## config.mk

```make
export PLATFORM = sky130hd
export DESIGN_NAME = cclr_ram
export DESIGN_NICKNAME = d
export VERILOG_FILES = /design/src/hw/rtl/cclr_ram.sv
export SDC_FILE = /design/constraint.sdc
export NUM_CORES = 1
export LEC_CHECK = 0
export ABC_CLOCK_PERIOD_IN_PS = 1550
export BUFFER_PORTS_ARGS = -buffer_cell sky130_fd_sc_hd__buf_2
export CAP_MARGIN = 0
export CORE_UTILIZATION = 55
export CTS_BUF_LIST = sky130_fd_sc_hd__clkbuf_8
export DETAILED_ROUTE_END_ITERATION = 8
export PLACE_DENSITY = 0.84
export SYNTH_ARGS = -nofsm -noshare
export SYNTH_HDL_FRONTEND = slang
export SYNTH_SLANG_ARGS = --single-unit
```

## constraint.sdc

```tcl
create_clock -name clk_i -period 1.55 [get_ports clk_i]
set_clock_uncertainty 0.1 [all_clocks]
set_input_delay 0.0775 -clock clk_i [delete_from_list [all_inputs] [get_ports clk_i]]
set_output_delay 0.0775 -clock clk_i [all_outputs]
set_load 0.05 [all_outputs]
```

## src/hw/rtl/cclr_ram.sv

```systemverilog
// Generic single-port-write, single-read synchronous RAM with registered read.
module cclr_ram #(
  parameter int unsigned Width = 8,
  parameter int unsigned Depth = 16
) (
  input  logic                     clk_i,
  input  logic                     we_i,
  input  logic [$clog2(Depth)-1:0] waddr_i,
  input  logic [Width-1:0]         wdata_i,
  input  logic [$clog2(Depth)-1:0] raddr_i,
  output logic [Width-1:0]         rdata_o
);
  logic [Width-1:0] mem_q [Depth];

  always_ff @(posedge clk_i) begin
    if (we_i) begin
      mem_q[waddr_i] <= wdata_i;
    end
    rdata_o <= mem_q[raddr_i];
  end
endmodule

```

==> results of run 1 <==
-- synthesized netlist by cell type (all sizes together) --
master / number / area [um2]
mux4: 32 / 773
dfxtp: 8 / 160
and2b: 1 / 7.51
edfxtp: 128 / 3840
a22oi: 16 / 120
and2: 1 / 6.26
nand3b: 2 / 15.0
nand3: 1 / 5.00
or3b: 1 / 8.76
buf: 7 / 56.3
nand2b: 2 / 12.5
nand2: 9 / 33.8
clkdlybuf4s25: 3 / 30.0
nor3: 4 / 20.0
nor2b: 1 / 6.26
nor2: 13 / 48.8
-- final cells by class --
type / count / area, um2
timing repair buffer: 53 / 393
sequential: 136 / 4000
fill: 551 / 2860
clock buffer: 17 / 234
multi-input combinational: 83 / 1060
tap: 108 / 135
clock inverter: 15 / 201
-- power by group --
part	leakage, nW	switching (mW)	total, mW	internal [mW]
registers	1.22	0.0245	4.13	4.11
clock network	0.212	1.33	3.09	1.76
logic	0.624	0.287	0.472	0.184
total	2.06	1.64	7.69	6.05
-- sequential cells by signal, summed over array words and instances (netlist names) --
signal   flops
rdata_o      8
mem_q      128
-- metrics by stage --
| step | instances | hold WS (ps) | TNS (ps) | worst slack (ps) |
|---|---|---|---|---|
| 6_report | 412 | 111 | 0 | 93.4 |
| 5_1_grt | 412 | 101 | 0 | 20.1 |
| 4_1_cts | 412 | 82.7 | 0 | 89.4 |
| 3_5_place_dp | 372 | 371 | -45.1 | -33.7 |
| 3_3_place_gp | 372 | 353 | -21.0 | -21.0 |
| 2_1_floorplan | 229 | 76.4 | 0 | 106 |
-- metal layers --
metal  global-route usage, %  share of wire, %  vias up
li1                        -                 -     1098
met1                    25.4                43     1230
met2                    33.8                53       44
met3                    6.17               3.2        6
met4                    6.89              0.85        0
met5                       0                 0        -
-- cells by family after synthesis --
group           Yosys count  synth area share, %
mux                      32                 15.0
simple gates             35                 3.18
buf+inv                  10                 1.68
flops                   136                 77.8
compound gates           16                 2.33
-- critical path, stage by stage (launching register included) --
cell and delay [ps]:
edfxtp_1 370, mux4_1 530, a22oi_1 240, nand2_1 100
-- what timing repair did --
action                                  CTS  global route
endpoints found under the setup margin    0             0
hold endpoints to repair                128             0
hold buffers                              8             0
-- path summary, 6_finish.rpt --
| path | endpoint | slack [ps] | cells past startpoint | startpoint |
|---|---|---|---|---|
| min | mem_q[0][6] | 110 | 3 | waddr_i[0] |
| max | rdata_o[0] | 90 | 3 | mem_q[6][0] |
| min reg2reg | rdata_o[3] | 580 | 3 | mem_q[8][3] |
| max reg2reg | rdata_o[0] | 90 | 3 | mem_q[6][0] |
==> impl_results.md, run 1 <==
* FMAX at ~690 MHz
* CTS buffer count at 17
* Post-synthesis sequential area ratio at slightly below 80%
* Share of cells above drive strength 1 at a little under a third
* I/O Buffers at 25
* PwrDens at roughly 1300 nW/um2
* Total power at a little under 8 mW
* Slew Limit Headroom at between 50% and 60%
* Finished layout cell area at approximately 6000 um2
* Clock period minus worst slack at between 1000 and 1500 ps
* Average vias per placed instance at just under 6
* Row Count at 34
* CTS Sinks at 136
* Cell Area, Synth at roughly 5000 um2
* Final #Nets at slightly above 300
* Core Footprint at 8890 um2
* Die width at between 90 and 100 um
* Clock root cell: clkbuf_8
* Final core utilization at about two thirds
* Die Y at approximately 99 um
* Initial core utilization at between 50% and 60%
* Status: completed
* Syn_nets at between 200 and 250
* # IOs at 26
* Drt wl/cell at ~21 um
* Commonest non-fill, non-tap cell in the layout: edfxtp_1
* Yosys reg bits at ~140
* Critical Path RT at approximately 1800 ps
* Antenna viol nets, final at 0
* Clock Tree Buf Depth at 2
* Clock-pin slew on the worst setup and hold paths at approximately 70 ps
* Via count at roughly 2400
* Crit start category: flip-flop
* Peak supply drop at 0.000600 V
* Number of global-route vias before repair at between 2000 and 2500
* Die ar. at a little under 10000 um2
* Post-synth cell types at 19
* Worst EP arrival at 1660 ps
* CTS resizes at 0
* Final Max Tran Viols at 0
* Fin crit share at between 90% and 100%
* TritonCTS clock tree: done
* Nature of the critical path endpoint: flip-flop
* Largest net degree at the start of global routing at 33
* Most frequent cells in the layout: 128 x edfxtp_1, 25 x buf_2, 18 x mux4_2
* Crit-path max FO at 1
* Residual DRC count at 0
* Initial antenna violation count at 0
* Syn avg cell area at around 22 um2
* Hold Vio Cnt, Final at 0
* Static Leak at approximately 2 nW
* Clock Latency Late Sink at 420 ps
* Synthesis-to-finish area growth at 17.1%
* Post-DP Area at approximately 5500 um2
* Final setup viols at 0
* Pre-antenna DRT Iters at 4
* Hpwl dp at 5830 um
* Worst Max-Slew Pin Slew at 610 ps
* Cells after Synth at ~230
* Crit Path Category: reg2reg
* Unrepaired setup endpoints after global routing: no
* Final wirelength at between 8000 and 9000 um
* Grt ovf at 0
* Class of the worst hold path: in2reg
* Initial DRC count at between 100 and 150
* Post-CTS Setup Inserts at 0
* Gr usage total at between 20% and 30%
* Yosys Warn Count at 0
* H-tree levels at 4
* First-pass GRT wire length at 13800 um
* RePlAce Congestion at approximately 0.75
* Max-cap violation count at 0
* ANT cells at 0
Note: power is estimated with default switching activity, not from simulation.
==> inputs of run 2 (changes only) <==
--- a/config.mk
+++ b/config.mk
@@ -5,13 +5,15 @@
 export SDC_FILE = /design/constraint.sdc
 export NUM_CORES = 1
 export LEC_CHECK = 0
+export ABC_AREA = 1
 export ABC_CLOCK_PERIOD_IN_PS = 1550
 export BUFFER_PORTS_ARGS = -buffer_cell sky130_fd_sc_hd__buf_2
 export CAP_MARGIN = 0
-export CORE_UTILIZATION = 55
+export CORE_UTILIZATION = 35
 export CTS_BUF_LIST = sky130_fd_sc_hd__clkbuf_8
 export DETAILED_ROUTE_END_ITERATION = 8
-export PLACE_DENSITY = 0.84
+export HOLD_SLACK_MARGIN = 0.03
+export PLACE_DENSITY = 0.6
 export SYNTH_ARGS = -nofsm -noshare
 export SYNTH_HDL_FRONTEND = slang
 export SYNTH_SLANG_ARGS = --single-unit
==> run 2 against run 1 <==
Effect of this change: sequential share of layout area is 7.2 points lower; flip-flop and latch count stayed put; combinational power is 29% higher; count of clock-buffer cells in the layout stayed put; die area is 74% higher; sequential power hardly changed; critical endpoint is now rdata_o[6]; highest routed layer unchanged.
==> impl_results.md, run 2 <==
* Final core utilization at a little over two fifths
* CP peak stage delay at between 300 and 400 ps
* Part of the power in the clock network at 40.6%
* Core Footprint at about 16000 um2
* ANT cells at 0
* Sequential group share of total power at 51.8%
* Syn_nets at ~570
* Yosys reg bits at approximately 140
* Initial core utilization at a little over a third
* Top post-synthesis cells by count: 173 x nand2_1, 128 x edfxtp_1, 100 x inv_1
* CTS Sinks at ~140
* Total power at about 8 mW
* Synth Area in Simple Gates at between 20% and 30%
* Synth area leaders: edfxtp_1 67%, nand2_1 11%, nand3_1 8.4%
* Ys flop type: edfxtp_1
* Commonest non-fill, non-tap cell in the layout: nand2_1
* Internal Power at roughly 6.2 mW
* Most frequent cells in the layout: 173 x nand2_1, 128 x edfxtp_1, 100 x inv_1
* Buf/Inv on CP at 1
* Crit. Startpoint: rdata_o[6]
* Clock Tree Buf Depth at 2
* Biggest regs: mem_q x128, rdata_o x8
* Post-synthesis sequential area ratio at just under 70%
* Crit path depth at 1
* Adder-cell share of the synthesized area at 0%
* Residual DRC count at 0
* Critical Path RT at about 1400 ps
* HP Start: raddr_i[1]
* Antenna viol nets, final at 0
* EDFF count, synth at 128
* Clock-pin slew on the worst setup and hold paths at around 70 ps
* Hold Vio Cnt, Final at 0
* Sw Pwr at between 1.5 and 2 mW
* Flop2flop setup slack at 440 ps
* Drt wl/cell at 15.6 um
* Via count at slightly below 4000
* Initial antenna violation count at 0
* Crit Path Category: reg2out
* First-pass GRT wire length at a little over 20000 um
* Max reg flops at 128
* Static Leak at about 2.9 nW
* Final setup viols at 0
* Yosys Warn Count at 0
* Largest Register: mem_q
* CP cell instances: buf_2
* Yosys top cell area share at between 60% and 70%
* Finished layout cell area at 6760 um2
* RePlAce Congestion at ~0.8
* Max-cap violation count at 0
* Worst EP arrival at 1100 ps
* Status: completed
* Cell taking the most area after synthesis: edfxtp_1
* Clock Latency Late Sink at ~440 ps
* Hpwl dp at just under 8000 um
* Compound-cell area share of the yosys netlist at 0%
* Worst Reg-to-Reg Cells at 6
* Gr usage total at 16.9%
* Largest net degree at the start of global routing at 65
* Die width at approximately 130 um
* Die ar. at 17000 um2
* Worst r2r src: mem_q[0][1]
* CTS resizes at 0
* Placed insts at 790
* Worst Max-Slew Pin Slew at just over 400 ps
* Post-Layout Cell Count at around 830
* Slew Limit Headroom at about 73%
* Largest family of logic cells by synthesized area: simple AND/OR/NAND/NOR gates
* Cell Area, Synth at roughly 5800 um2
* Nature of the critical path endpoint: output port
* Synthesis-to-finish area growth at 17.2%
* Setup TNS Final at 0 ps
* Most frequent cell after synthesis: nand2_1
* I/O Buffers at 25
* Die Y at 130 um
* Post-DP Area at between 6000 and 7000 um2
* Worst path slowest cell: dfxtp_1
* TritonCTS clock tree: done
* Final wirelength at 13000 um
* Initial DRC count at approximately 350
* Cells after Synth at 551
* Peak supply drop at 0.000489 V
* Crit-path max FO at 1
* Critical Path Sink: rdata_o[6]
* CTS buffer count at 17
* Post-Synth XOR/XNOR Area at 0%
* Number of global-route vias before repair at around 3700
* Clock period minus worst slack at between 1000 and 1500 ps
* Switching part of the total at a little under a quarter
* FMAX at between 700 and 800 MHz
* Crit start category: flip-flop
* H-tree levels at 4
* Grt ovf at 0
* Clock root cell: clkbuf_8
* Comb pwr share at about 7.6%
* Final #Nets at roughly 620
* Post-synth cell types at 12
* PwrDens at between 1000 and 1500 nW/um2
* Critical R2R Capture: rdata_o[1]
* Post-synth ARST share at 0%
* # IOs at 26
* Pre-antenna DRT Iters at 5
* Fin crit share at just over 80%
* Syn avg cell area at ~10 um2
* Average vias per placed instance at roughly 4.6
* Cell family contributing the most delay on the critical path: flip-flops
* Share of cells above drive strength 1 at between 10% and 20%
* Multiplexer area fraction after synthesis at 0%
* Class of the worst hold path: in2reg
* Row Count at 46
* Unrepaired setup endpoints after global routing: no
* Final Max Tran Viols at 0
==> run 2: cell types whose count changed in the layout (fill, tap and decap cells not counted), moves of 5 or more <==
cell,change
nand2_1,+164
inv_1,+98
a22oi_1,-16
nand3_1,+96
mux4_1,-14
mux4_2,-18
clkinv_1,+5
==> run 2: how the worst min path moves through the flow <==
stage	cells past startpoint	slack (ps)	to
3_5_place_dp	3	360	rdata_o[2]
4_1_cts	6	60	rdata_o[2]
3_3_place_gp	3	350	rdata_o[2]
2_1_floorplan	0	80	mem_q[0][0]
6_report	6	70	rdata_o[2]
5_1_grt	6	130	rdata_o[2]
==> run 2: final cells by class <==
type / instances / area [um2]
Clock buffer: 17 / 234
Clock inverter: 15 / 208
Fill cell: 1578 / 9240
Inverter: 102 / 383
Multi-Input combinational cell: 289 / 1210
Sequential cell: 136 / 4000
Tap cell: 216 / 270
Timing Repair Buffer: 59 / 448
==> run 2: cells by family (layout without fill, tap and decap cells) <==
kind of cell,Yosys count,after routing
DFF,136,136
and+or+nand+nor,289,289
buffers and inverters,126,193
==> run 2: layer usage <==
layer / track usage, % / vias up / routed length (um)
li1: - / 1881 / -
met1: 21.3 / 1844 / 5680
met2: 28.5 / 106 / 6600
met3: 3.81 / 11 / 608
met4: 6.09 / 0 / 157
met5: 0 / - / 0
==> run 2: power by group through the flow <==
stage          Sequential, mW  Clock, mW  Combinational [mW]
6_report                 4.13       3.24               0.611
3_5_place_dp             4.22          0               0.590
4_1_cts                  4.14       3.28               0.618
3_3_place_gp             4.22          0               0.584
2_1_floorplan            4.29          0               0.290
5_1_grt                  4.14       3.42               0.673
==> run 2: what timing repair did <==
action | CTS | global route
buffers inserted | 0 | 0
endpoints found under the setup margin | 0 | 1
hold buffers | 12 | 1
hold endpoints to repair | 136 | 1
==> run 2: per-stage QoR <==
stage	hold WS, ps	setup slack (ps)
after CTS	60.8	36.4
after global routing	129	230
final	75.0	274
after global placement	346	270
after detailed placement	358	254
after floorplan	76.4	422
==> inputs of run 3 (changes only) <==
--- a/config.mk
+++ b/config.mk
@@ -6,7 +6,7 @@
 export NUM_CORES = 1
 export LEC_CHECK = 0
 export ABC_AREA = 1
-export ABC_CLOCK_PERIOD_IN_PS = 1550
+export ABC_CLOCK_PERIOD_IN_PS = 1150
 export BUFFER_PORTS_ARGS = -buffer_cell sky130_fd_sc_hd__buf_2
 export CAP_MARGIN = 0
 export CORE_UTILIZATION = 35
==> constraint.sdc (replaced) <==
create_clock -name clk_i -period 1.15 [get_ports clk_i]
set_clock_uncertainty 0.1 [all_clocks]
set_input_delay 0.0575 -clock clk_i [delete_from_list [all_inputs] [get_ports clk_i]]
set_output_delay 0.0575 -clock clk_i [all_outputs]
set_load 0.05 [all_outputs]
==> run 3 against run 2 <==
Effect of this change: final area up 1.8%; routed wire length up 0.20%; clock power up 29%; combinational power up 46%; critical path depth up 5; sequential share of layout area down 0.90 points; non-clock buffer count up 3; cell count up 0.36%; hold slack worse by 27 ps.
==> impl_results.md, run 3 (synthesis results as in run 2) <==
* Status: completed
* Final core utilization at between 40% and 50%
* Biggest regs: mem_q x128, rdata_o x8
* Nature of the critical path endpoint: flip-flop
* RePlAce Congestion at just under 0.8
* Share of cells above drive strength 1 at 15.0%
* Initial core utilization at 36.0%
* # IOs at 26
* Die Y at around 130 um
* Part of the power in the clock network at between 30% and 40%
* Class of the worst hold path: in2reg
* Slew Limit Headroom at between 70% and 80%
* Max-cap violation count at 0
* Worst EP arrival at ~1400 ps
* Final setup viols at 0
* Crit-path max FO at 1
* Initial DRC count at between 300 and 400
* Grt ovf at 0
* Commonest non-fill, non-tap cell in the layout: nand2_1
* Switching part of the total at roughly a quarter
* Die ar. at between 15000 and 20000 um2
* Sw Pwr at 2.49 mW
* Hpwl dp at 8190 um
* Average vias per placed instance at around 4.6
* Synthesis-to-finish area growth at 19.3%
* PwrDens at 1550 nW/um2
* Largest Register: mem_q
* CTS buffer count at 17
* Internal Power at roughly 8 mW
* Clock Latency Late Sink at approximately 440 ps
* Row Count at 46
* Gr usage total at roughly 17%
* Clock Tree Buf Depth at 2
* Clock period minus worst slack at between 1000 and 1500 ps
* Core Footprint at around 16000 um2
* Final Max Tran Viols at 0
* TritonCTS clock tree: done
* Number of global-route vias before repair at 3808
* Peak supply drop at about 0.00075 V
* Fill cells at around 1600
* Clock root cell: clkbuf_8
* Hold Vio Cnt, Final at 0
* FMAX at between 800 and 900 MHz
* Total power at between 10 and 15 mW
* Via count at between 3000 and 4000
* Max reg flops at around 130
* Crit start category: flip-flop
* Fin crit share at 97.1%
* Crit Path Category: reg2reg
* Pre-antenna DRT Iters at 5
* Largest net degree at the start of global routing at between 60 and 70
* Critical Path RT at about 1400 ps
* Sequential group share of total power at a little over half
* Clock-pin slew on the worst setup and hold paths at ~70 ps
* Most frequent cells in the layout: 173 x nand2_1, 128 x edfxtp_1, 102 x inv_1
* Initial antenna violation count at 0
* Unrepaired setup endpoints after global routing: yes
* CTS Sinks at ~140
* Die width at 130 um
* Antenna viol nets, final at 0
* Final #Nets at roughly 630
* Drt wl/cell at around 16 um
* I/O Buffers at 25
* Residual DRC count at 0
* Comb pwr share at 8.4%
* ANT cells at 0
* Storage element area at 4010 um2
* Worst Max-Slew Pin Slew at around 380 ps
* Final wirelength at about 13000 um
* H-tree levels at 4
* First-pass GRT wire length at 20700 um
* Static Leak at between 2 and 3 nW
* Footprint of the multi-input gates at 1240 um2
==> run 3: changes by cell type in the layout (fill, tap and decap cells not counted), moves of 2 or more <==
cell / before / now
buf_6: 0 / 4
buf_4: 19 / 24
buf_2: 25 / 17
nand3_1: 97 / 91
dlygate4sd3_1: 12 / 9
nand3_2: 0 / 6
buf_8: 0 / 2
buf_12: 3 / 6
dfxtp_1: 8 / 3
dfxtp_2: 0 / 4
clkinv_1: 5 / 3
inv_1: 100 / 102
==> run 3: per-layer routing <==
layer | GRT usage (%) | wire, um
met1 | 20.7 | 5310
met4 | 7.91 | 343
met2 | 28.6 | 6610
met5 | 0 | 0
met3 | 3.94 | 801
==> run 3: final cells by class <==
cell class	instances	area share, %
flip-flops and latches	136	58.3
clock inverters	15	2.69
inverters	102	5.57
clock buffers	17	3.40
well taps	216	3.93
repair buffers	62	8.00
multi-input cells	289	18.1
==> run 3: final timing paths <==
path                                   start    endpoint  slack [ps]  depth (start not counted)
worst min register to register  mem_q[12][5]  rdata_o[5]         570                          6
worst min-delay path              raddr_i[2]  rdata_o[1]          50                          5
worst max-delay path             mem_q[1][7]  rdata_o[7]          30                          6
worst max register to register   mem_q[1][7]  rdata_o[7]          30                          6
==> run 3: worst max-delay path, cell delays in order (launching register included) <==
cell and delay, ps:
edfxtp_1 380, inv_1 70, nand2_1 50, nand3_1 110, nand3_1 120, nand3_2 110, nand2_1 70
==> run 3: power by group through the flow <==
stage / Combinational, mW / Clock (mW) / Sequential, mW
after floorplan: 0.391 / 0 / 5.78
after global placement: 0.821 / 0 / 5.68
after detailed placement: 0.832 / 0 / 5.68
after CTS: 0.891 / 4.23 / 5.58
after global routing: 0.979 / 4.46 / 5.59
final: 0.894 / 4.18 / 5.58
==> run 3: timing repair <==
action,4_1_cts,5_1_grt
buffers inserted,0,0
endpoints found under the hold margin,135,0
resized for setup,16,12
setup endpoints to repair,9,10
hold buffers,9,0
==> run 3: stage by stage <==
step,setup slack [ps],cell area (um2),hold slack [ps],instances,setup TNS [ps]
6_report,33.0,6880,47.6,837,0
5_1_grt,-14.5,6880,81.1,837,-14.5
4_1_cts,6.23,6830,42.8,837,0
3_5_place_dp,-124,6280,391,796,-1150
3_3_place_gp,-115,6280,389,796,-736
2_1_floorplan,41.7,5770,56.4,551,0
