===== config.mk =====
export PLATFORM = sky130hd
export DESIGN_NAME = cclr_walker
export DESIGN_NICKNAME = d
export VERILOG_FILES = /design/src/hw/rtl/cclr_pkg.sv /design/src/hw/rtl/cclr_walker.sv
export SDC_FILE = /design/constraint.sdc
export NUM_CORES = 1
export LEC_CHECK = 0
export BUFFER_PORTS_ARGS = -buffer_cell sky130_fd_sc_hd__buf_4
export CORE_MARGIN = 2
export CORE_UTILIZATION = 60
export DETAILED_ROUTE_END_ITERATION = 10
export PLACE_DENSITY = 0.79
export SETUP_SLACK_MARGIN = 0.2
export SLEW_MARGIN = 10
export SYNTH_ARGS = -nofsm -noshare
export SYNTH_HDL_FRONTEND = slang
export SYNTH_SLANG_ARGS = --single-unit

===== constraint.sdc =====
create_clock -name clk_i -period 6 [get_ports clk_i]
set_input_delay 0.9 -clock clk_i [delete_from_list [all_inputs] [get_ports clk_i]]
set_output_delay 0.9 -clock clk_i [all_outputs]
set_load 0.05 [all_outputs]

===== src/hw/rtl/cclr_pkg.sv =====
// Shared types and constants of the cell canvas line and rectangle drawer.
package cclr_pkg;

  localparam int unsigned CoordW = 12;
  localparam int unsigned CellW  = 34;

  localparam logic [2:0] OpPoint = 3'd0;
  localparam logic [2:0] OpLine  = 3'd1;
  localparam logic [2:0] OpRect  = 3'd2;
  localparam logic [2:0] OpFill  = 3'd3;
  localparam logic [2:0] OpRead  = 3'd4;

  localparam logic [2:0] ModeFull   = 3'd0;
  localparam logic [2:0] ModeHalfV  = 3'd1;
  localparam logic [2:0] ModeHalfH  = 3'd2;
  localparam logic [2:0] ModeQuart  = 3'd3;
  localparam logic [2:0] ModeText   = 3'd4;

  localparam logic [2:0] RegPixelMode  = 3'd0;
  localparam logic [2:0] RegDrawColour = 3'd1;
  localparam logic [2:0] RegXHalf      = 3'd2;
  localparam logic [2:0] RegYHalf      = 3'd3;
  localparam logic [2:0] RegActCols    = 3'd4;
  localparam logic [2:0] RegActRows    = 3'd5;

  localparam logic [3:0] MaskLeft  = 4'h5;
  localparam logic [3:0] MaskRight = 4'hA;
  localparam logic [3:0] MaskAll   = 4'hF;

  typedef struct packed {
    logic       up_on;
    logic       lo_on;
    logic [3:0] up_col;
    logic [3:0] lo_col;
    logic [3:0] qmask;
    logic [3:0] qcol;
    logic [7:0] tcode;
    logic [3:0] tcol;
    logic [3:0] tback;
  } cell_t;

  typedef struct packed {
    logic [2:0] operation;
    logic signed [CoordW-1:0] x_start;
    logic signed [CoordW-1:0] y_start;
    logic signed [CoordW-1:0] x_end;
    logic signed [CoordW-1:0] y_end;
    logic       set_on;
    logic [3:0] fill_colour;
  } cmd_t;

  typedef struct packed {
    logic       done_res;
    cell_t      cval;
  } res_t;

  typedef struct packed {
    logic [2:0] pixel_mode;
    logic [3:0] draw_colour;
    logic       x_half;
    logic       y_half;
  } cfg_t;

  // Point request from the walker to the cell updater.
  typedef struct packed {
    logic                     vld;
    logic signed [CoordW-1:0] x;
    logic signed [CoordW-1:0] y;
  } pt_t;

endpackage


===== src/hw/rtl/cclr_walker.sv =====
// Point sequencer: walks Bresenham lines and rectangle outlines one point per step.
module cclr_walker (
  input  logic          clk_i,
  input  logic          rst_ni,
  input  logic          start_i,
  input  cclr_pkg::cmd_t cmd_i,
  input  logic          adv_i,
  output cclr_pkg::pt_t pt_o,
  output logic          busy_o
);
  localparam int unsigned W  = cclr_pkg::CoordW;
  localparam int unsigned EW = W + 3;
  localparam logic signed [W:0] One = (W+1)'(1);

  localparam logic [2:0] SIdle = 3'd0;
  localparam logic [2:0] SLine = 3'd1;
  localparam logic [2:0] SRh   = 3'd2;
  localparam logic [2:0] SRv   = 3'd3;
  localparam logic [2:0] SOne  = 3'd4;

  logic [2:0] st_q, st_d;
  logic signed [W:0]    x_q, x_d, y_q, y_d, x1_q, x1_d, y1_q, y1_d;
  logic signed [W:0]    xa_q, xa_d, ya_q, ya_d, xb_q, xb_d, yb_q, yb_d;
  logic signed [EW-1:0] dx_q, dx_d, dy_q, dy_d, err_q, err_d;
  logic                 sx_q, sx_d, sy_q, sy_d, side_q, side_d;
  logic signed [EW-1:0] e2;
  logic signed [W:0]    xs, ys, xe, ye;

  assign xs = {cmd_i.x_start[W-1], cmd_i.x_start};
  assign ys = {cmd_i.y_start[W-1], cmd_i.y_start};
  assign xe = {cmd_i.x_end[W-1], cmd_i.x_end};
  assign ye = {cmd_i.y_end[W-1], cmd_i.y_end};
  assign e2 = err_q <<< 1;

  always_comb begin
    st_d = st_q; x_d = x_q; y_d = y_q; x1_d = x1_q; y1_d = y1_q;
    xa_d = xa_q; ya_d = ya_q; xb_d = xb_q; yb_d = yb_q;
    dx_d = dx_q; dy_d = dy_q; err_d = err_q; sx_d = sx_q; sy_d = sy_q;
    side_d = side_q;
    if (start_i) begin
      x_d = xs; y_d = ys; x1_d = xe; y1_d = ye; side_d = 1'b0;
      dx_d = (xe > xs) ? EW'(xe - xs) : EW'(xs - xe);
      dy_d = (ye > ys) ? EW'(ys - ye) : EW'(ye - ys);
      err_d = ((xe > xs) ? EW'(xe - xs) : EW'(xs - xe))
            + ((ye > ys) ? EW'(ys - ye) : EW'(ye - ys));
      sx_d = xs < xe; sy_d = ys < ye;
      xa_d = (xs > xe) ? xe : xs; xb_d = (xs > xe) ? xs : xe;
      ya_d = (ys > ye) ? ye : ys; yb_d = (ys > ye) ? ys : ye;
      unique case (cmd_i.operation)
        cclr_pkg::OpLine: st_d = SLine;
        cclr_pkg::OpRect: begin
          st_d = SRh;
          x_d = (xs > xe) ? xe : xs;
          y_d = (ys > ye) ? ye : ys;
        end
        default: st_d = SOne;
      endcase
    end else if (adv_i) begin
      unique case (st_q)
        SLine: begin
          if (x_q == x1_q && y_q == y1_q) begin
            st_d = SIdle;
          end else begin
            if (e2 >= dy_q) begin
              x_d = sx_q ? x_q + One : x_q - One;
            end
            if (e2 <= dx_q) begin
              y_d = sy_q ? y_q + One : y_q - One;
            end
            err_d = err_q + ((e2 >= dy_q) ? dy_q : '0) + ((e2 <= dx_q) ? dx_q : '0);
          end
        end
        SRh: begin
          // Alternate top and bottom edge for each column.
          if (!side_q) begin
            side_d = 1'b1; y_d = yb_q;
          end else begin
            side_d = 1'b0; y_d = ya_q;
            if (x_q == xb_q) begin
              st_d = SRv; x_d = xa_q;
            end else begin
              x_d = x_q + One;
            end
          end
        end
        SRv: begin
          if (!side_q) begin
            side_d = 1'b1; x_d = xb_q;
          end else begin
            side_d = 1'b0; x_d = xa_q;
            if (y_q == yb_q) begin
              st_d = SIdle;
            end else begin
              y_d = y_q + One;
            end
          end
        end
        SOne:    st_d = SIdle;
        default: st_d = SIdle;
      endcase
    end
  end

  always_ff @(posedge clk_i or negedge rst_ni) begin
    if (!rst_ni) begin
      st_q <= SIdle;
    end else begin
      st_q <= st_d;
    end
  end

  always_ff @(posedge clk_i) begin
    x_q <= x_d; y_q <= y_d; x1_q <= x1_d; y1_q <= y1_d;
    xa_q <= xa_d; ya_q <= ya_d; xb_q <= xb_d; yb_q <= yb_d;
    dx_q <= dx_d; dy_q <= dy_d; err_q <= err_d;
    sx_q <= sx_d; sy_q <= sy_d; side_q <= side_d;
  end

  assign busy_o   = st_q != SIdle;
  assign pt_o.vld = st_q != SIdle;
  assign pt_o.x   = x_q[W-1:0];
  assign pt_o.y   = y_q[W-1:0];
endmodule


==> results of run 1 <==
[power groups by stage]
stage / combinational [mW] / sequential (mW) / clock, mW
2_1_floorplan: 2.45 / 1.48 / 0
3_3_place_gp: 2.99 / 1.58 / 0
3_5_place_dp: 3.07 / 1.59 / 0
4_1_cts: 3.12 / 1.57 / 1.10
5_1_grt: 3.53 / 1.60 / 1.14
6_report: 3.15 / 1.57 / 1.10
[worst register-to-register path, cell delays in order, from the launching register on]
cell and delay, ps:
edfxtp_1 460, ha_1 340, nand3b_1 80, a21boi_0 180, o21ai_0 130, a211oi_1 370, o2111ai_1 140, a31oi_1 280
and2_1 190, fa_1 420, ha_1 250, fa_1 440, a211oi_1 370, o21ai_0 220, nand4_1 110, nand3_1 90
o21ai_0 240, nand2b_1 120, a21oi_1 190, xnor3_1 320, mux2i_1 120
[metal layers]
metal / track usage / part of all wire
met3: 0.06091 / 0.084
met1: 0.4148 / 0.40
met5: 0 / 0.00037
met2: 0.5209 / 0.47
met4: 0.1382 / 0.038
[through the flow]
step / setup slack [ps] / instance area (sq um) / std cells / power [mW] / utilization
after floorplan: 801.2 / 12880 / 1414 / 3.933 / -
after global placement: 422.8 / 13440 / 1686 / 4.571 / 0.6392
after detailed placement: 317.9 / 13440 / 1686 / 4.658 / 0.6392
after CTS: 729.9 / 14030 / 1718 / 5.784 / 0.6675
after global routing: 363.8 / 14030 / 1718 / 6.260 / 0.6675
final: 682.7 / 14030 / 1718 / 5.828 / 0.6675
[state kept, by name, summed over array words and instances, names as in the netlist, 3 cells and up]
register	count
dx_q	13
x1_q	12
dy_q	13
xb_q	12
y1_q	12
y_q	13
x_q	13
xa_q	12
err_q	14
ya_q	12
st_q	3
yb_q	12
[path summary, 6_finish.rpt]
path                        endpoint  slack, ps
min reg2reg                  st_q[1]        610
min                          st_q[2]        240
max in group asynchronous    st_q[1]       5660
max reg2reg                err_q[13]        790
max                        err_q[13]        680
min in group clk_i           st_q[1]        610
[kinds of logic after synthesis]
group,count (synthesis)
muxes,55
xor gates and xnor gates,121
buffers and inverters,206
adders and majority gates,126
and+or+nand+nor,397
DFF,144
AOI/OAI and AO/OA,365
[cells in the final DEF, fill, tap and decap left out, types with 19 or more instances in the layout]
| master | instances |
|---|---|
| a211oi_1 | 20 |
| a21o_1 | 27 |
| a21oi_1 | 99 |
| and2_1 | 26 |
| buf_4 | 97 |
| edfxtp_1 | 140 |
| fa_1 | 19 |
| ha_1 | 107 |
| inv_1 | 103 |
| mux2_2 | 19 |
| mux2i_1 | 34 |
| nand2_1 | 142 |
| nand3_1 | 29 |
| nor2_1 | 81 |
| nor2b_1 | 19 |
| nor3_1 | 20 |
| o21ai_0 | 96 |
| xnor2_1 | 69 |
| xor2_1 | 51 |
[final cells by class]
type | count | area share
clock buffer | 17 | 0.03032
clock inverter | 15 | 0.01213
timing repair buffer | 98 | 0.05270
sequential | 144 | 0.3064
inverter | 105 | 0.02827
tap | 275 | 0.02452
multi-input combinational | 1064 | 0.5457
==> PnR_summary.wiki, run 1 <==
{| class="wikitable"
! Metric !! Value
|-
| Count of port buffers added during placement || 80
|-
| Remaining global-route overflow || 0
|-
| Area used by multi-input combinational logic || 0.007657 sq mm
|-
| Number of global-route vias before repair || 10300
|-
| Cell leakage power || 5.810 nW
|-
| Number of vias per cell || 6.270
|-
| Hold Path Class || in2async
|-
| Total via count after detailed routing || 10770
|-
| Main combinational cell family by area after synthesis || compound AO/OA/AOI/OAI gates
|-
| Final max-slew violation count || 0
|-
| Syn Inst Count || 1414
|-
| Clock-pin slew of the registers on the worst-case setup and hold paths || 70 ps
|-
| Timing-limited maximum frequency || 188.1 MHz
|-
| Post-synth top flop || edfxtp_1
|-
| Inserted Clock Buffers || 17
|-
| Max-Cap Viols || 0
|-
| Number of setup violations in the final report || 0
|-
| Number of library cell types mapped by synthesis || 89
|-
| Synth cell count leaders || nand2_1, edfxtp_1, ha_1, inv_1, a21oi_1
|-
| Chain of cells forming the critical path || buf_4 -> inv_1 -> ha_1 -> nand2_1 -> nor4_4 -> o311a_2 -> nor2_4 -> o22ai_4 -> mux2i_1 -> ha_1 -> a21o_1 -> a21oi_1 -> nor2b_1 -> o21a_1 -> o41ai_2 -> o21ai_0 -> a2111oi_0 -> a21oi_1 -> mux2i_1
|-
| Fraction of the mapped netlist area in adder cells || 0.1335
|-
| Buffers and inverters on the worst path || 2
|-
| Worst r2r path cells || 20
|-
| Clock network latency to the later pin of the worst-skew pair || 450 ps
|-
| Final count of hold timing violations || 0
|-
| Antenna fix cells || 0
|-
| Fraction of power consumed by the clock network || 0.189
|-
| Capturing element type of the critical path || flop
|-
| Top post-synthesis cells by area || edfxtp_1, ha_1, xnor2_1, nand2_1, a21oi_1
|-
| Synth warnings || 0
|-
| Combinational share of power || 0.541
|-
| Xor/xnor cell area share of the yosys netlist || 0.08335
|-
| Syn_nets || 1600
|-
| Detailed Route Iter0 Violations || 1092
|-
| Outcome || complete, no violations
|-
| Post-Synth Simple-Gate Area || 0.1508
|-
| Final clock skew || 11.94 ps
|-
| Seq pwr share || 0.270
|-
| Internal Dissipation || 3.353 mW
|-
| Crit-path max cell delay || 520 ps
|-
| Min Tclk post-route || 5317 ps
|-
| Register area share after synthesis || 0.3338
|-
| Number of cells on the critical path || 19
|-
| Total iterations of the first detailed-routing run || 6
|-
| Final Hold Slack || 239.0 ps
|-
| Share of Yosys cell area claimed by the top area cell type || 0.3264
|-
| Routability congestion estimate || 0.9084
|-
| TritonCTS Sinks || 144
|-
| Number of flops mapped to enable cells by yosys || 140
|-
| Die W || 150.5 um
|-
| Cell with the largest stage delay on the worst path || mux2i_1
|-
| Switching power share of the total || 0.4246
|-
| FF+latch area || 0.004299 sq mm
|-
| Library cell with the largest summed area after synthesis || edfxtp_1
|-
| Die Ht || 150.5 um
|-
| Post-synthesis average cell area || 9.109 sq um
|-
| Top-count cell post-synth || nand2_1
|-
| Cell Rows || 53
|-
| Crit path required time || 6290 ps
|-
| Drt total wl || 35.44 mm
|-
| Proportion of synthesized area in mux cells || 0.04507
|-
| Number of nets with antenna violations after detailed routing || 0
|-
| Share of synthesized flip-flops with an asynchronous set or reset || 0.02083
|-
| Transition time at the pin with the least slew margin || 1070 ps
|-
| Buffers inserted during post-CTS setup optimization || 0
|-
| Setup TNS || 0 ps
|-
| Setup repair after global routing missed its margin || false
|-
| Critical path's top delay family || compound AO/OA/AOI/OAI gates
|-
| Area overhead of the layout relative to synthesis || 8.947%
|-
| CTS max path bufs || 2
|-
| Worst reg2reg path startpoint || err_q[1]
|-
| Worst max-slew margin expressed relative to the limit || 0.2866
|-
| Launching element of the worst setup path || cmd_i[25]
|-
| Num ports || 86
|-
| Number of hold buffers added after cts || 0
|-
| Root cell of the clock tree || clkbuf_16
|-
| Crit Path Category || in2reg
|-
| Antenna violations before repair || 1
|-
| Post-detailed-placement half-perimeter wirelength || 26.70 mm
|-
| Wire length of the first global-routing pass || 54.89 mm
|-
| Tcrit/Tclk final || 0.8862
|-
| Number of storage elements in the synthesis netlist || 144
|-
| Crit path launch type || primary input
|-
| Nets || 1616
|-
| Overall routing resource usage || 0.3191
|-
| Post-CTS resize count || 0
|-
| Die area || 0.02265 sq mm
|-
| Crit Path Max Fanout || 8
|-
| Ratio of cells with drive above 1 in the final layout || 0.1220
|-
| Compound-cell area share of the yosys netlist || 0.1811
|-
| Placeable core area || 0.02102 sq mm
|-
| Maximum level of the CTS H-tree || 4
|-
| Pin count of the biggest net entering global routing || 76
|-
| Average wire per cell in the routed design || 20.63 um
|-
| Total power per unit cell area || 415.3 mW/mm^2
|-
| Initial core utilization || 0.6127
|-
| TritonCTS clock tree || done
|-
| DRC violation count after routing || 0
|-
| Switching power total || 2.474 mW
|-
| Maximum vdd drop || 0.2582 mV
|-
| Arrival time of data at the critical path endpoint || 5610 ps
|-
| Total standard cell area after synthesis || 0.01288 sq mm
|-
| Number of filler cells placed in the layout || 1649
|}
Note: power is estimated with default switching activity, not from simulation.
==> run 2: changes to the inputs <==
--- a/config.mk
+++ b/config.mk
@@ -5,11 +5,12 @@
 export SDC_FILE = /design/constraint.sdc
 export NUM_CORES = 1
 export LEC_CHECK = 0
+export ABC_AREA = 1
 export BUFFER_PORTS_ARGS = -buffer_cell sky130_fd_sc_hd__buf_4
 export CORE_MARGIN = 2
 export CORE_UTILIZATION = 60
 export DETAILED_ROUTE_END_ITERATION = 10
-export PLACE_DENSITY = 0.79
+export PLACE_DENSITY_LB_ADDON = 0.2
 export SETUP_SLACK_MARGIN = 0.2
 export SLEW_MARGIN = 10
 export SYNTH_ARGS = -nofsm -noshare
==> run 2 against run 1 <==
Net effect: worst setup slack gained 490 ps; clock power is essentially flat; non-clock buffer count shrank 4; critical path type unchanged; critical endpoint is now err_q[7].
==> PnR_summary.wiki, run 2 <==
{| class="wikitable"
! Metric !! Value
|-
| Number of global-route vias before repair || 12070
|-
| Final Hold Slack || 248.8 ps
|-
| Switching power total || 2.823 mW
|-
| Initial core utilization || 0.6099
|-
| TritonCTS Sinks || 144
|-
| Chain of cells forming the critical path || buf_4 -> inv_1 -> ha_1 -> inv_1 -> o21ai_0 -> a31oi_1 -> o211ai_1 -> nand2_1 -> o21ai_1 -> buf_4 -> nand2_1 -> o21ai_0 -> inv_1 -> ha_1 -> a21oi_1 -> o21ai_0 -> a21oi_1 -> nor2_1 -> o21ai_0 -> nand2_1 -> xor2_1 -> nand2_1 -> o21ai_0
|-
| Cell Rows || 55
|-
| Register area share after synthesis || 0.3123
|-
| Die W || 155.5 um
|-
| Crit Path Category || in2reg
|-
| Most prevalent standard cell on the critical path || o21ai_0
|-
| Crit path required time || 6170 ps
|-
| Top post-synthesis cells by area || edfxtp_1, nand2_1, ha_1, inv_1, nand3_1
|-
| Clock network latency to the later pin of the worst-skew pair || 440 ps
|-
| Worst max-slew margin expressed relative to the limit || 0.2710
|-
| Total standard cell area after synthesis || 0.01377 sq mm
|-
| Cell with the largest stage delay on the worst path || ha_1
|-
| Die Ht || 155.5 um
|-
| Average wire per cell in the routed design || 18.69 um
|-
| Remaining global-route overflow || 0
|-
| Share of Yosys cell area claimed by the top area cell type || 0.3054
|-
| Antenna violations before repair || 1
|-
| Largest register by flop count || err_q
|-
| Die area || 0.02417 sq mm
|-
| Post-detailed-placement half-perimeter wirelength || 31.72 mm
|-
| Wire length of the first global-routing pass || 63.78 mm
|-
| Setup repair after global routing missed its margin || false
|-
| Maximum level of the CTS H-tree || 4
|-
| Fin util || 0.6615
|-
| Hold Path Class || in2async
|-
| Most frequent cells in the layout || nand2_1, inv_1, nand3_1
|-
| Cell leakage power || 7.236 nW
|-
| Number of hold buffers added after cts || 0
|-
| Root cell of the clock tree || clkbuf_16
|-
| Clock-pin slew of the registers on the worst-case setup and hold paths || 70 ps
|-
| Transition time at the pin with the least slew margin || 1092 ps
|-
| Power Total || 6.048 mW
|-
| Number of library cell types mapped by synthesis || 48
|-
| Critical path's top delay family || compound AO/OA/AOI/OAI gates
|-
| Count of port buffers added during placement || 80
|-
| Setup TNS || 0 ps
|-
| Post-synthesis average cell area || 7.330 sq um
|-
| Total power per unit cell area || 405.1 mW/mm^2
|-
| Tcrit/Tclk final || 0.8039
|-
| Detailed Route Iter0 Violations || 1436
|-
| Synth warnings || 0
|-
| Total via count after detailed routing || 12790
|-
| Total iterations of the first detailed-routing run || 5
|-
| Inserted Clock Buffers || 17
|-
| Arrival time of data at the critical path endpoint || 4990 ps
|-
| Internal Dissipation || 3.226 mW
|-
| Routability congestion estimate || 0.9877
|-
| Num ports || 86
|-
| Overall routing resource usage || 0.3442
|-
| Most common cell after layout, fill and taps aside || nand2_1
|-
| Nets || 2087
|-
| Combinational share of power || 0.556
|-
| Buffers and inverters on the worst path || 5
|-
| Share of synthesized flip-flops with an asynchronous set or reset || 0.02083
|-
| Max-Cap Viols || 0
|-
| Syn Inst Count || 1878
|-
| Fraction of power consumed by the clock network || 0.187
|-
| Flip-flop count of the largest register after layout || 14
|-
| Drt total wl || 41.13 mm
|-
| Final clock skew || 15.77 ps
|-
| Number of vias per cell || 5.815
|-
| Seq pwr share || 0.257
|-
| Ratio of cells with drive above 1 in the final layout || 0.09352
|-
| Crit Path Max Fanout || 14
|-
| Area overhead of the layout relative to synthesis || 8.462%
|-
| Final max-slew violation count || 0
|-
| Crit path launch type || primary input
|-
| Min Tclk post-route || 4823 ps
|-
| Maximum vdd drop || 0.2963 mV
|-
| Post-CTS resize count || 0
|-
| Top-count cell post-synth || nand2_1
|-
| Number of flops mapped to enable cells by yosys || 140
|-
| Buffers inserted during post-CTS setup optimization || 0
|-
| Syn_nets || 2064
|-
| Final count of hold timing violations || 0
|-
| Capturing element type of the critical path || flop
|-
| Synth cell count leaders || nand2_1, inv_1, nand3_1, edfxtp_1, nor2_1
|-
| Crit-path max cell delay || 480 ps
|-
| CTS max path bufs || 2
|-
| Outcome || complete, no violations
|-
| Number of setup violations in the final report || 0
|-
| DRC violation count after routing || 0
|-
| Library cell with the largest summed area after synthesis || edfxtp_1
|-
| Pin count of the biggest net entering global routing || 48
|-
| TritonCTS clock tree || done
|-
| Switching power share of the total || 0.4667
|-
| Number of storage elements in the synthesis netlist || 144
|-
| Number of nets with antenna violations after detailed routing || 0
|-
| Placeable core area || 0.02257 sq mm
|-
| Post-synth top flop || edfxtp_1
|-
| Timing-limited maximum frequency || 207.3 MHz
|}
run 2: cell types whose count changed in the layout (fill, tap and decap cells not counted), moves of 33 or more:
cell     before  now
inv_1       103  278
mux2i_1      34    1
nand2_1     142  495
nand3_1      29  149
nor2_1       81  117
xnor2_1      69   28
run 2: through the flow:
step	area (sq um)	setup slack, ps	std cells
global route	14930	620.0	2199
CTS	14930	1288	2199
detailed placement	14320	842.3	2167
global placement	14320	886.2	2167
finish	14930	1177	2200
floorplan	13770	1862	1878
run 2: path summary, 6_finish.rpt:
path / start / endpoint / slack [ps] / depth (start not counted)
min in group clk_i: st_q[0] / st_q[0] / 490 / 2
hold / removal: rst_ni / st_q[1] / 250 / 1
setup reg to reg: err_q[5] / err_q[11] / 1300 / 25
setup / recovery: cmd_i[23] / err_q[7] / 1180 / 23
hold reg to reg: st_q[0] / st_q[0] / 490 / 2
max in group asynchronous: rst_ni / st_q[0] / 5660 / 1
run 2: logic make-up after synthesis:
logic type,after synthesis,synth area share
buffers and inverters,373,0.1150
AND/OR/NAND/NOR,843,0.2587
multiplexers,1,0.0007272
flip-flops,144,0.3123
AO/OA/AOI/OAI,291,0.1248
adder cells (fa/ha/maj),126,0.1249
XOR/XNOR,100,0.06362
run 2: final cells by class:
class / instances / area (sq um)
clock buffers: 17 / 425.4
multi-input cells: 1361 / 7894
inverters: 283 / 1062
fillers: 1965 / 7641
diodes: 1 / 2.502
flip-flops and latches: 144 / 4299
repair buffers: 94 / 705.7
clock inverters: 15 / 185.2
well taps: 285 / 356.6
run 2: power groups by stage:
| stage | logic (mW) | registers [mW] | clock network [mW] |
|---|---|---|---|
| 3_5_place_dp | 3.28 | 1.57 | 0 |
| 5_1_grt | 3.78 | 1.57 | 1.18 |
| 2_1_floorplan | 2.57 | 1.48 | 0 |
| 6_report | 3.36 | 1.55 | 1.13 |
| 4_1_cts | 3.32 | 1.55 | 1.14 |
| 3_3_place_gp | 3.22 | 1.57 | 0 |
run 2: layer usage:
| layer | vias to the layer above | share of wire | global-route usage |
|---|---|---|---|
| met5 | - | 0 | 0 |
| met4 | 0 | 0.045 | 0.1651 |
| met3 | 104 | 0.073 | 0.04373 |
| met2 | 560 | 0.46 | 0.5660 |
| met1 | 5936 | 0.42 | 0.4526 |
| li1 | 6193 | - | - |
==> run 3: changes to the inputs <==
==> constraint.sdc (replaced) <==
create_clock -name clk_i -period 5 [get_ports clk_i]
set_input_delay 0.75 -clock clk_i [delete_from_list [all_inputs] [get_ports clk_i]]
set_output_delay 0.75 -clock clk_i [all_outputs]
set_load 0.05 [all_outputs]
==> run 3 against run 2 <==
Net effect: sequential share of layout area decreased by 0.18 points; first-iteration DRC count fell by 30%; worst hold slack worse by 130 ps; wire length increased by 1.5%; die area did not move; clock power increased by 18%; largest power group unchanged; via count shrank 0.34%; register-to-register slack lost 650 ps; flip-flop and latch count unchanged; highest routed layer unchanged; utilization is 0.40 points higher.
==> PnR_summary.wiki, run 3 (synthesis results as in run 2) <==
{| class="wikitable"
! Metric !! Value
|-
| Outcome || complete, no violations
|-
| Antenna violations before repair || 1
|-
| Timing-limited maximum frequency || 229.7 MHz
|-
| Initial core utilization || 0.6099
|-
| Post-CTS resize count || 0
|-
| Drt total wl || 41.75 mm
|-
| Arrival time of data at the critical path endpoint || 4500 ps
|-
| Remaining global-route overflow || 0
|-
| Number of global-route vias before repair || 12380
|-
| Flip-flop count of the largest register after layout || 14
|-
| Crit-path max cell delay || 490 ps
|-
| Transition time at the pin with the least slew margin || 1151 ps
|-
| Capturing element type of the critical path || flop
|-
| Number of setup violations in the final report || 0
|-
| Clock network latency to the later pin of the worst-skew pair || 430 ps
|-
| Buffers and inverters on the worst path || 7
|-
| Pin count of the biggest net entering global routing || 70
|-
| Area overhead of the layout relative to synthesis || 9.126%
|-
| Total iterations of the first detailed-routing run || 6
|-
| Clock-pin slew of the registers on the worst-case setup and hold paths || 60 ps
|-
| FF+latch area || 0.004299 sq mm
|-
| Tcrit/Tclk final || 0.8708
|-
| Die W || 155.5 um
|-
| Setup repair after global routing missed its margin || false
|-
| Placed cells || 2181
|-
| Critical path's top delay family || simple AND/OR/NAND/NOR gates
|-
| Cell leakage power || 7.285 nW
|-
| Final count of hold timing violations || 0
|-
| Area used by multi-input combinational logic || 0.007900 sq mm
|-
| Setup TNS || 0 ps
|-
| Routability congestion estimate || 0.9820
|-
| Number of hold buffers added after cts || 0
|-
| Hold Path Class || in2async
|-
| Final max-slew violation count || 0
|-
| Average wire per cell in the routed design || 18.87 um
|-
| DRC violation count after routing || 0
|-
| Nets || 2101
|-
| Post-route non-filler standard cell count || 2213
|-
| Number of vias per cell || 5.761
|-
| Final clock skew || 12.89 ps
|-
| TritonCTS Sinks || 144
|-
| Worst max-slew margin expressed relative to the limit || 0.2319
|-
| Maximum level of the CTS H-tree || 4
|-
| Crit Path Max Fanout || 7
|-
| Most frequent cells in the layout || nand2_1, inv_1, nand3_1
|-
| Die area || 0.02417 sq mm
|-
| Overall routing resource usage || 0.3516
|-
| Largest register by flop count || err_q
|-
| Placeable core area || 0.02257 sq mm
|-
| Post-detailed-placement half-perimeter wirelength || 32.54 mm
|-
| Total via count after detailed routing || 12750
|-
| Most common cell after layout, fill and taps aside || nand2_1
|-
| Num ports || 86
|-
| CTS max path bufs || 2
|-
| TritonCTS clock tree || done
|-
| Inserted Clock Buffers || 17
|-
| Crit path launch type || primary input
|-
| Wire length of the first global-routing pass || 65.23 mm
|-
| Crit path required time || 5150 ps
|-
| Buffers inserted during post-CTS setup optimization || 0
|-
| Maximum vdd drop || 0.3318 mV
|-
| Ratio of cells with drive above 1 in the final layout || 0.09964
|-
| Min Tclk post-route || 4354 ps
|-
| Number of filler cells placed in the layout || 2017
|-
| Detailed Route Iter0 Violations || 1001
|-
| Crit Path Category || in2reg
|-
| Root cell of the clock tree || clkbuf_16
|-
| Number of nets with antenna violations after detailed routing || 0
|-
| Total power per unit cell area || 484.6 mW/mm^2
|-
| Max-Cap Viols || 0
|-
| Cell with the largest stage delay on the worst path || ha_1
|-
| Die Ht || 155.5 um
|-
| Cell Rows || 55
|-
| Count of port buffers added during placement || 80
|}
[run 3: cell count changes in the layout (fill, tap and decap cells not counted), moves of 2 or more]
cell / delta
inv_8: -5
clkinvlp_4: +2
clkinv_2: +2
buf_4: +14
inv_6: -3
[run 3: area by class of cell]
cell class                 count  share of cell area
sequential                   144              0.2862
tap                          285             0.02374
multi-input combinational   1361              0.5259
clock buffer                  18             0.02857
timing repair buffer         108             0.05397
antenna                        1           0.0001666
inverter                     283             0.07071
clock inverter                13             0.01074
[run 3: worst paths after layout]
check | from | to | slack [ps] | depth (start not counted)
max | cmd_i[10] | err_q[7] | 650 | 27
min | rst_ni | st_q[0] | 110 | 1
max reg2reg | dy_q[13] | err_q[11] | 650 | 24
min reg2reg | st_q[0] | st_q[0] | 490 | 2
max in group asynchronous | rst_ni | st_q[1] | 4790 | 1
min in group clk_i | st_q[0] | st_q[0] | 490 | 2
[run 3: power breakdown]
group | internal, mW | switching [mW] | total (mW)
logic | 1.49 | 2.60 | 4.08
registers | 1.65 | 0.222 | 1.87
clock network | 0.784 | 0.541 | 1.33
[run 3: metal layers]
metal,up-vias,share of wire,global-route usage
li1,6219,-,-
met1,5854,0.41,0.4545
met2,572,0.47,0.5898
met3,104,0.076,0.04735
met4,0,0.044,0.1586
met5,-,0,0
[run 3: per-stage QoR]
stage	total power [mW]	cell area, sq um	hold slack, ps	setup slack (ps)	util
2_1_floorplan	4.868	13770	441.9	1012	-
3_3_place_gp	5.784	14420	464.9	391.0	0.6390
3_5_place_dp	5.870	14420	476.9	375.9	0.6390
4_1_cts	7.220	15010	102.1	513.2	0.6651
5_1_grt	7.926	15020	95.72	204.5	0.6654
6_report	7.280	15020	114.2	646.0	0.6655
